--- src/rhc_pkg.sv ---
`default_nettype none

package rhc_pkg;

  // Field widths of the pixel and the result
  localparam int unsigned ByteW  = 8;
  localparam int unsigned HueW   = 15;
  localparam int unsigned SatW   = 17;
  // Integer bits of a hue below a full turn (360 < 2^9)
  localparam int unsigned HueIntW = 9;
  // Sector width in degrees and full turn in degrees
  localparam int unsigned SectorDeg = 60;
  localparam int unsigned TurnDeg   = 360;
  // Width of the sector numerator n (n < 6 * 255) and of n * 60
  localparam int unsigned SecNumW = 11;
  localparam int unsigned DegNumW = 17;

  // One restoring division step: shifted partial remainder t against divisor d.
  // Returns {quotient bit, new remainder}.
  function automatic logic [ByteW:0] div_step(logic [ByteW:0] t, logic [ByteW-1:0] d);
    logic [ByteW:0] diff;
    logic [ByteW:0] res;
    diff = t - {1'b0, d};
    if (t >= {1'b0, d}) begin
      res = {1'b1, diff[ByteW-1:0]};
    end else begin
      res = {1'b0, t[ByteW-1:0]};
    end
    return res;
  endfunction

endpackage

`default_nettype wire

--- src/rhc_front.sv ---
`default_nettype none

module rhc_front
  import rhc_pkg::*;
#(
  parameter int unsigned HUE_FRAC_BITS = 6,
  parameter int unsigned SAT_FRAC_BITS = 16,
  parameter int unsigned QW            = 17
) (
  input  wire logic              clk_i,
  input  wire logic              rst_ni,
  input  wire logic              valid_i,
  output logic                   ready_o,
  input  wire logic [ByteW-1:0]  red_i,
  input  wire logic [ByteW-1:0]  green_i,
  input  wire logic [ByteW-1:0]  blue_i,
  output logic                   valid_o,
  input  wire logic              ready_i,
  output logic [ByteW-1:0]       hue_rem_o,
  output logic [QW-1:0]          hue_work_o,
  output logic [ByteW-1:0]       hue_den_o,
  output logic [ByteW-1:0]       sat_rem_o,
  output logic [QW-1:0]          sat_work_o,
  output logic [ByteW-1:0]       sat_den_o
);

  localparam int unsigned NumW = QW + ByteW;

  logic                 valid_q;
  logic [ByteW-1:0]     mx, mn, chroma;
  logic [SecNumW-1:0]   c_ext, sec_num;
  logic [DegNumW-1:0]   deg_num;
  logic [NumW-1:0]      hue_num, sat_num;
  logic [ByteW-1:0]     hue_rem_q, sat_rem_q, hue_den_q, sat_den_q;
  logic [QW-1:0]        hue_work_q, sat_work_q;

  // Max, min, chroma, hue numerator in sixths of a turn, then the scaled numerators
  always_comb begin
    mx = red_i;
    if (green_i > mx) mx = green_i;
    if (blue_i > mx) mx = blue_i;
    mn = red_i;
    if (green_i < mn) mn = green_i;
    if (blue_i < mn) mn = blue_i;
    chroma = mx - mn;
    c_ext  = SecNumW'(chroma);

    priority if (red_i >= green_i && red_i >= blue_i) begin
      if (green_i >= blue_i) begin
        sec_num = SecNumW'(green_i) - SecNumW'(blue_i);
      end else begin
        sec_num = SecNumW'(6) * c_ext - (SecNumW'(blue_i) - SecNumW'(green_i));
      end
    end else if (green_i >= blue_i) begin
      sec_num = SecNumW'(2) * c_ext + SecNumW'(blue_i) - SecNumW'(red_i);
    end else begin
      sec_num = SecNumW'(4) * c_ext + SecNumW'(red_i) - SecNumW'(green_i);
    end

    deg_num = DegNumW'(sec_num) * DegNumW'(SectorDeg);
    hue_num = NumW'(deg_num) << HUE_FRAC_BITS;
    sat_num = NumW'(chroma) << SAT_FRAC_BITS;
  end

  assign ready_o = !valid_q || ready_i;

  // Hold the valid flag until the first cell takes the beat
  always_ff @(posedge clk_i or negedge rst_ni) begin
    if (!rst_ni) begin
      valid_q <= 1'b0;
    end else if (ready_o) begin
      valid_q <= valid_i;
    end
  end

  // Split each numerator into the starting remainder and the bits still to shift in
  always_ff @(posedge clk_i) begin
    if (ready_o) begin
      hue_rem_q  <= hue_num[NumW-1:QW];
      hue_work_q <= hue_num[QW-1:0];
      hue_den_q  <= chroma;
      sat_rem_q  <= sat_num[NumW-1:QW];
      sat_work_q <= sat_num[QW-1:0];
      sat_den_q  <= mx;
    end
  end

  assign valid_o    = valid_q;
  assign hue_rem_o  = hue_rem_q;
  assign hue_work_o = hue_work_q;
  assign hue_den_o  = hue_den_q;
  assign sat_rem_o  = sat_rem_q;
  assign sat_work_o = sat_work_q;
  assign sat_den_o  = sat_den_q;

endmodule

`default_nettype wire

--- src/rhc_div_cell.sv ---
`default_nettype none

module rhc_div_cell
  import rhc_pkg::*;
#(
  parameter int unsigned QW = 17
) (
  input  wire logic              clk_i,
  input  wire logic              rst_ni,
  input  wire logic              valid_i,
  output logic                   ready_o,
  input  wire logic [ByteW-1:0]  hue_rem_i,
  input  wire logic [QW-1:0]     hue_work_i,
  input  wire logic [ByteW-1:0]  hue_den_i,
  input  wire logic [ByteW-1:0]  sat_rem_i,
  input  wire logic [QW-1:0]     sat_work_i,
  input  wire logic [ByteW-1:0]  sat_den_i,
  output logic                   valid_o,
  input  wire logic              ready_i,
  output logic [ByteW-1:0]       hue_rem_o,
  output logic [QW-1:0]          hue_work_o,
  output logic [ByteW-1:0]       hue_den_o,
  output logic [ByteW-1:0]       sat_rem_o,
  output logic [QW-1:0]          sat_work_o,
  output logic [ByteW-1:0]       sat_den_o
);

  logic             valid_q;
  logic [ByteW:0]   hue_step, sat_step;
  logic [ByteW-1:0] hue_rem_q, sat_rem_q, hue_den_q, sat_den_q;
  logic [QW-1:0]    hue_work_q, sat_work_q;

  // One quotient bit for each divider: bring down the next numerator bit
  always_comb begin
    hue_step = div_step({hue_rem_i, hue_work_i[QW-1]}, hue_den_i);
    sat_step = div_step({sat_rem_i, sat_work_i[QW-1]}, sat_den_i);
  end

  assign ready_o = !valid_q || ready_i;

  always_ff @(posedge clk_i or negedge rst_ni) begin
    if (!rst_ni) begin
      valid_q <= 1'b0;
    end else if (ready_o) begin
      valid_q <= valid_i;
    end
  end

  // Shift the quotient bit in at the bottom as the numerator bit leaves the top
  always_ff @(posedge clk_i) begin
    if (ready_o) begin
      hue_rem_q  <= hue_step[ByteW-1:0];
      hue_work_q <= {hue_work_i[QW-2:0], hue_step[ByteW]};
      hue_den_q  <= hue_den_i;
      sat_rem_q  <= sat_step[ByteW-1:0];
      sat_work_q <= {sat_work_i[QW-2:0], sat_step[ByteW]};
      sat_den_q  <= sat_den_i;
    end
  end

  assign valid_o    = valid_q;
  assign hue_rem_o  = hue_rem_q;
  assign hue_work_o = hue_work_q;
  assign hue_den_o  = hue_den_q;
  assign sat_rem_o  = sat_rem_q;
  assign sat_work_o = sat_work_q;
  assign sat_den_o  = sat_den_q;

endmodule

`default_nettype wire

--- src/rhc_round.sv ---
`default_nettype none

module rhc_round
  import rhc_pkg::*;
#(
  parameter int unsigned HUE_FRAC_BITS = 6,
  parameter int unsigned QW            = 17
) (
  input  wire logic              clk_i,
  input  wire logic              rst_ni,
  input  wire logic              valid_i,
  output logic                   ready_o,
  input  wire logic [ByteW-1:0]  hue_rem_i,
  input  wire logic [QW-1:0]     hue_quo_i,
  input  wire logic [ByteW-1:0]  hue_den_i,
  input  wire logic [ByteW-1:0]  sat_rem_i,
  input  wire logic [QW-1:0]     sat_quo_i,
  input  wire logic [ByteW-1:0]  sat_den_i,
  output logic                   valid_o,
  input  wire logic              ready_i,
  output logic [HueW-1:0]        hue_o,
  output logic [SatW-1:0]        saturation_o,
  output logic [ByteW-1:0]       brightness_o
);

  localparam int unsigned SumW = QW + 1;
  localparam logic [SumW-1:0] FullTurn = SumW'(TurnDeg) << HUE_FRAC_BITS;

  logic                  valid_q;
  logic                  hue_up, sat_up;
  logic [SumW-1:0]       hue_sum, sat_sum, hue_wrap;
  logic [SumW+SatW-1:0]  hue_ext, sat_ext;
  logic [HueW-1:0]       hue_q;
  logic [SatW-1:0]       sat_q;
  logic [ByteW-1:0]      bright_q;

  // Round to nearest: add one when twice the remainder reaches the divisor
  always_comb begin
    hue_up  = {hue_rem_i, 1'b0} >= {1'b0, hue_den_i};
    sat_up  = {sat_rem_i, 1'b0} >= {1'b0, sat_den_i};
    hue_sum = SumW'(hue_quo_i) + SumW'(hue_up);
    sat_sum = SumW'(sat_quo_i) + SumW'(sat_up);
    // Wrap a hue that rounds up to a full turn, zero it for a grey pixel
    if (hue_den_i == '0) begin
      hue_wrap = '0;
    end else if (hue_sum >= FullTurn) begin
      hue_wrap = hue_sum - FullTurn;
    end else begin
      hue_wrap = hue_sum;
    end
    // Zero the saturation of a black pixel
    if (sat_den_i == '0) begin
      sat_sum = '0;
    end
    hue_ext = {{SatW{1'b0}}, hue_wrap};
    sat_ext = {{SatW{1'b0}}, sat_sum};
  end

  assign ready_o = !valid_q || ready_i;

  always_ff @(posedge clk_i or negedge rst_ni) begin
    if (!rst_ni) begin
      valid_q <= 1'b0;
    end else if (ready_o) begin
      valid_q <= valid_i;
    end
  end

  // Hold the result until the receiver takes the beat
  always_ff @(posedge clk_i) begin
    if (ready_o) begin
      hue_q    <= hue_ext[HueW-1:0];
      sat_q    <= sat_ext[SatW-1:0];
      bright_q <= sat_den_i;
    end
  end

  assign valid_o      = valid_q;
  assign hue_o        = hue_q;
  assign saturation_o = sat_q;
  assign brightness_o = bright_q;

endmodule

`default_nettype wire

--- src/rgb_to_hsv_convert.sv ---
// RGB to HSV pixel converter.
// Input stream: one 8-bit RGB pixel per beat on s_axis_tdata, red in the low
// byte, then green, then blue. Output stream: one HSV result per pixel on
// m_axis_tdata: hue in degrees with HUE_FRAC_BITS fraction bits (15 bits),
// saturation chroma/max with SAT_FRAC_BITS fraction bits (17 bits), and
// brightness, the largest channel byte.
// Structure: a front stage finds max, min, chroma and the sector numerator,
// then a row of QW division cells (QW = max(HUE_FRAC_BITS + 9,
// SAT_FRAC_BITS + 1), 17 by default) each resolves one quotient bit of the
// hue and of the saturation division, and a last stage rounds and registers
// the result.
// Throughput: one pixel per cycle while the receiver keeps m_axis_tready
// high; every stage holds one pixel.
// Reset clears all stage valid flags; no pixel is in flight afterwards and
// s_axis_tready is high.
// Stall: when the receiver holds m_axis_tready low the result stays put; the
// stages behind it keep filling empty slots, and s_axis_tready drops only
// once every stage holds a pixel.
`default_nettype none

module rgb_to_hsv_convert
  import rhc_pkg::*;
#(
  parameter int unsigned HUE_FRAC_BITS = 6,
  parameter int unsigned SAT_FRAC_BITS = 16
) (
  input  wire logic        clk_i,
  input  wire logic        rst_ni,
  input  wire logic        s_axis_tvalid,
  output logic             s_axis_tready,
  // [7:0] red, [15:8] green, [23:16] blue
  input  wire logic [23:0] s_axis_tdata,
  output logic             m_axis_tvalid,
  input  wire logic        m_axis_tready,
  // [14:0] hue, [31:15] saturation, [39:32] brightness
  output logic [39:0]      m_axis_tdata
);

  localparam int unsigned QW = (HUE_FRAC_BITS + HueIntW > SAT_FRAC_BITS + 1) ?
                               HUE_FRAC_BITS + HueIntW : SAT_FRAC_BITS + 1;

  logic             v_w    [QW+1];
  logic             rdy_w  [QW+1];
  logic [ByteW-1:0] hrem_w [QW+1];
  logic [QW-1:0]    hwrk_w [QW+1];
  logic [ByteW-1:0] hden_w [QW+1];
  logic [ByteW-1:0] srem_w [QW+1];
  logic [QW-1:0]    swrk_w [QW+1];
  logic [ByteW-1:0] sden_w [QW+1];

  logic [HueW-1:0]  hue;
  logic [SatW-1:0]  saturation;
  logic [ByteW-1:0] brightness;

  // Max, min, chroma and numerators
  rhc_front #(
    .HUE_FRAC_BITS(HUE_FRAC_BITS),
    .SAT_FRAC_BITS(SAT_FRAC_BITS),
    .QW           (QW)
  ) u_front (
    .clk_i     (clk_i),
    .rst_ni    (rst_ni),
    .valid_i   (s_axis_tvalid),
    .ready_o   (s_axis_tready),
    .red_i     (s_axis_tdata[7:0]),
    .green_i   (s_axis_tdata[15:8]),
    .blue_i    (s_axis_tdata[23:16]),
    .valid_o   (v_w[0]),
    .ready_i   (rdy_w[0]),
    .hue_rem_o (hrem_w[0]),
    .hue_work_o(hwrk_w[0]),
    .hue_den_o (hden_w[0]),
    .sat_rem_o (srem_w[0]),
    .sat_work_o(swrk_w[0]),
    .sat_den_o (sden_w[0])
  );

  // Row of division cells, one quotient bit each
  for (genvar k = 0; k < QW; k++) begin : g_cell
    rhc_div_cell #(
      .QW(QW)
    ) u_cell (
      .clk_i     (clk_i),
      .rst_ni    (rst_ni),
      .valid_i   (v_w[k]),
      .ready_o   (rdy_w[k]),
      .hue_rem_i (hrem_w[k]),
      .hue_work_i(hwrk_w[k]),
      .hue_den_i (hden_w[k]),
      .sat_rem_i (srem_w[k]),
      .sat_work_i(swrk_w[k]),
      .sat_den_i (sden_w[k]),
      .valid_o   (v_w[k+1]),
      .ready_i   (rdy_w[k+1]),
      .hue_rem_o (hrem_w[k+1]),
      .hue_work_o(hwrk_w[k+1]),
      .hue_den_o (hden_w[k+1]),
      .sat_rem_o (srem_w[k+1]),
      .sat_work_o(swrk_w[k+1]),
      .sat_den_o (sden_w[k+1])
    );
  end

  // Rounding and output register
  rhc_round #(
    .HUE_FRAC_BITS(HUE_FRAC_BITS),
    .QW           (QW)
  ) u_round (
    .clk_i       (clk_i),
    .rst_ni      (rst_ni),
    .valid_i     (v_w[QW]),
    .ready_o     (rdy_w[QW]),
    .hue_rem_i   (hrem_w[QW]),
    .hue_quo_i   (hwrk_w[QW]),
    .hue_den_i   (hden_w[QW]),
    .sat_rem_i   (srem_w[QW]),
    .sat_quo_i   (swrk_w[QW]),
    .sat_den_i   (sden_w[QW]),
    .valid_o     (m_axis_tvalid),
    .ready_i     (m_axis_tready),
    .hue_o       (hue),
    .saturation_o(saturation),
    .brightness_o(brightness)
  );

  assign m_axis_tdata = {brightness, saturation, hue};

  // A black pixel has no saturation
  a_black_no_sat : assert property (@(posedge clk_i) disable iff (!rst_ni)
    (m_axis_tvalid && brightness == '0) |-> saturation == '0)
    else $error("nonzero saturation for a zero max");

  // Zero saturation only comes from a grey or black pixel, whose hue is zero
  a_grey_no_hue : assert property (@(posedge clk_i) disable iff (!rst_ni)
    (m_axis_tvalid && saturation == '0) |-> hue == '0)
    else $error("nonzero hue for a zero chroma");

  // Saturation never exceeds one (checked for SAT_FRAC_BITS of at most 16)
  a_sat_le_one : assert property (@(posedge clk_i) disable iff (!rst_ni)
    m_axis_tvalid |-> (SAT_FRAC_BITS > 16 ||
                       saturation <= (SatW'(1) << SAT_FRAC_BITS)))
    else $error("saturation above one");

  // With the output stage empty every stage can advance
  a_empty_ready : assert property (@(posedge clk_i)
    !m_axis_tvalid |-> s_axis_tready)
    else $error("input stalled while the output is empty");

endmodule

`default_nettype wire
--- config.mk ---
export PLATFORM = sky130hd
export DESIGN_NAME = rgb_to_hsv_convert
export DESIGN_NICKNAME = d
export VERILOG_FILES = /design/src/rhc_pkg.sv /design/src/rhc_front.sv /design/src/rhc_div_cell.sv /design/src/rhc_round.sv /design/src/rgb_to_hsv_convert.sv
export SDC_FILE = /design/constraint.sdc
export NUM_CORES = 2
export LEC_CHECK = 0
export BUFFER_PORTS_ARGS = -buffer_cell sky130_fd_sc_hd__buf_2
export CELL_PAD_IN_SITES_DETAIL_PLACEMENT = 0
export CELL_PAD_IN_SITES_GLOBAL_PLACEMENT = 2
export CORE_UTILIZATION = 41
export DETAILED_ROUTE_END_ITERATION = 16
export PLACE_DENSITY = 0.74
export SYNTH_ARGS = -nofsm -noshare
export SYNTH_HDL_FRONTEND = slang
export SYNTH_SLANG_ARGS = --single-unit
--- constraint.sdc ---
create_clock -name clk_i -period 10.3 [get_ports clk_i]
set_input_delay 2.06 -clock clk_i [delete_from_list [all_inputs] [get_ports clk_i]]
set_output_delay 2.06 -clock clk_i [all_outputs]
set_load 0.01 [all_outputs]
==> flow_summary.ini <==
[timing]
period_share_pct = 99.45
fmax_ghz = 0.09763
worst_pin_slew_ns = 1.084
fin_crit_ns = 10.24
clock_skew_ns = 0.07899
whs_ns = 0.3734
drv_slew = 0
slew_headroom_pct = 27.46
rsz0062_at_grt = yes
setup_viol = 0
hold_viol = 0

[drt]
via_per_inst = 4.794
firstDrtPassIters = 5
wirelength_um = 93610
vias = 28890
final_antenna_net_count = 0
drt-initial-drc-count = 1308
wl_per_cell_um = 15.54
remaining_drc_errors = 0

[cells_and_area]
fin_util_pct = 48.76
layout-drive-gt1-share_pct = 18.33
fin_cells = 6025
n_antenna_cell = 0
area_delta_synth_final_pct = 17.48
fin_nets = 4826

[critical_path]
slowest_delay_ns = 0.59
cp-start-kind = primary input
rr_worst_depth = 22
worstSetupPathType = primary input to register
cp-end-kind = register
worstPathRequired_ns = 10.74
r2r_start = g_cell[16].u_cell.hue_den_o[1]
path_max_fanout = 6
worstPathArrival_ns = 10.68
crit_slowest_cell = fa_1
crit_family = compound AO/OA/AOI/OAI gates
r2r_end = u_round.hue_o[12]
regToRegSetupSlack_ns = 6.20
path_buf_inv = 9

[clock_network]
htreeDepth = 3
cts_buffers = 104
clkSlewWorstSetupHoldPaths_ns = 0.06
cts_root_buf = clkbuf_16
cts_tree = built
clkLatencyLatePin_ns = 0.72
clockBufferDepth = 3
cts_sinks = 976
hold_buffers = 0

[min_path]
hold_start = g_cell[1].u_cell.hue_work_o[1]
hold_depth = 0
hold_path.class = register to register
hold_end = g_cell[2].u_cell.hue_work_o[2]

[floorplanning]
die_w_um = 351.2
fp.dieH_um = 351.2
die_area_sq_um = 123300
io_pins = 70
start_util_pct = 41.50
core_sq_um = 120400
rows = 127

[synth]
synth-edff-count = 957
synthArstFlopShare_pct = 1.947
yosysTopAreaCellShare_pct = 57.48
ys_ff_latch = 976
syn_inst = 3913
yosysSeqAreaShare_pct = 58.44
synth_cell_types = 73
synth_xor_area_share_pct = 3.419
synthTopCellsByCount = edfxtp_1 (957), inv_1 (548), ha_1 (406), nor2_1 (374), o21ai_0 (215)
syn_nets = 4414
avgSynthCellArea_sq_um = 12.78
syn_area_sq_um = 49990
synthAdderAreaFrac_pct = 12.84
synthFlopType = edfxtp_1
synth_top_family_by_area = adder cells
yosysMostFrequentCell = edfxtp_1
synth_mux_area_share_pct = 5.056
synth_compound_area_share_pct = 7.804
yosys.area.top_type = edfxtp_1
synthSimpleGateAreaFrac_pct = 8.182
ys_top_cells_by_area = edfxtp_1 (57%), ha_1 (10%), inv_1 (4.1%), mux2_2 (3.8%), nor2_1 (2.8%)
yosys_warnings = 0

[global_route]
grt_pass1_vias = 29130
overflow = 0
grt_pass1_wl_um = 151300
track_usage_pct = 15.40
antenna_found_initial = 1
grt_max_degree = 68

[placed_design]
dp_hpwl_um = 70950
dp.cells = 5811
gp_congestion = 0.8184
io_buffers = 69

[run_status]
outcome = finished, final reports clean

[flow_run]
cap_violations = 0
[state kept, by name, summed over array words and instances, names as in the netlist]
name / cells
u_round.valid_o: 1
u_front.sat_den_o: 8
g_cell.u_cell.sat_rem_o: 136
g_cell.u_cell.sat_work_o: 153
u_front.hue_work_o: 9
g_cell.u_cell.hue_rem_o: 136
u_front.valid_o: 1
g_cell.u_cell.valid_o: 17
g_cell.u_cell.hue_work_o: 189
u_round.saturation_o: 17
u_front.hue_rem_o: 6
u_front.hue_den_o: 8
u_round.brightness_o: 8
g_cell.u_cell.sat_den_o: 136
u_round.hue_o: 15
g_cell.u_cell.hue_den_o: 136
[cell type report]
cell class	instances	area, sq um
fillers	10710	61720
flip-flops and latches	976	29210
multi-input cells	2373	19410
clock buffers	126	2725
repair buffers	321	2303
inverters	549	2067
well taps	1612	2017
clock inverters	68	996.0
[cell usage in the layout, fill, tap and decap left out, types with 8 or more instances in the layout]
master     instances
a21o_1            62
inv_1            537
and3_1            12
or2_2             10
nand3_1           53
clkinv_2          20
nand2_2            8
clkbuf_16        104
inv_2              9
mux2i_1           60
buf_6              9
bufinv_16         19
mux2_2           169
a21oi_1           93
nor3_1            20
fa_1              65
edfxtp_1         957
xnor2_1          113
a311oi_1          33
buf_4            242
clkinv_1          13
o21ai_0          205
nand2_1          126
a21oi_2           21
buf_2             67
nor2b_1           91
nor2_1           363
nand4_1           54
nor2_2            15
nand2b_1          57
xor2_1            72
ha_1             388
dfrtp_1           19
clkbuf_1          18
ha_4              15
a21boi_0          96
o21bai_1          11
o21a_1            21
[worst register-to-register path, stage by stage, from the launching register on]
cell	delay (ns)
edfxtp_1	0.34
inv_1	0.05
ha_1	0.26
nor2b_1	0.13
o21a_1	0.13
o21a_1	0.11
o21ai_0	0.08
nand2b_1	0.08
a21oi_1	0.07
nor2b_1	0.10
o21ai_0	0.07
nand2_1	0.07
ha_1	0.21
ha_1	0.23
nand2_1	0.11
or4_1	0.62
nor2_1	0.17
xnor2_1	0.18
inv_1	0.13
a221oi_4	0.43
nor2_1	0.09
xor2_1	0.14
nor2_1	0.05
[logic make-up (layout without fill, tap and decap cells)]
logic type	count (synthesis)	after routing
AOI/OAI and AO/OA	614	615
xor gates and xnor gates	193	193
adders and majority gates	473	473
buffers and inverters	566	1064
DFF	976	976
muxes	231	231
and+or+nand+nor	860	861
[stage by stage]
| stage | TNS (ns) | setup slack (ns) | cell area [sq um] |
|---|---|---|---|
| after global placement | -3.045 | -0.6352 | 54330 |
| after detailed placement | -3.909 | -0.8304 | 54330 |
| after global routing | -0.6547 | -0.2588 | 58730 |
| final | 0 | 0.05685 | 58730 |
| after floorplan | -0.6359 | -0.3008 | 50270 |
| after CTS | 0 | 0.009639 | 58090 |
[what timing repair did]
action | CTS | global route
cloned | 0 | 2
gates resized for setup | 5 | 100
pin swaps | 2 | 48
setup buffers | 1 | 17
endpoints found under the setup margin | 2 | 6
[per-layer routing]
layer / track usage [%] / up-vias / wire length [um]
met5: 0 / - / 0
met4: 4.303 / 0 / 2327
met3: 2.279 / 138 / 2638
met2: 26.47 / 297 / 45160
met1: 20.19 / 13660 / 43480
li1: - / 14790 / -
[worst max-delay path by stage]
stage | start | end | slack (ns) | cells after the start
after detailed placement | s_axis_tdata[7] | u_front.hue_rem_o[5] | -0.83 | 46
after global routing | s_axis_tdata[2] | u_front.hue_rem_o[5] | -0.26 | 48
final | s_axis_tdata[2] | u_front.hue_rem_o[5] | 0.06 | 46
after CTS | s_axis_tdata[2] | u_front.hue_rem_o[5] | 0.01 | 48
after floorplan | s_axis_tdata[2] | u_front.hue_rem_o[5] | -0.30 | 46
after global placement | s_axis_tdata[2] | u_front.hue_rem_o[5] | -0.64 | 42
Power is not shown: default switching activity piles up to over one toggle a cycle in this logic, so the estimate is an artifact.
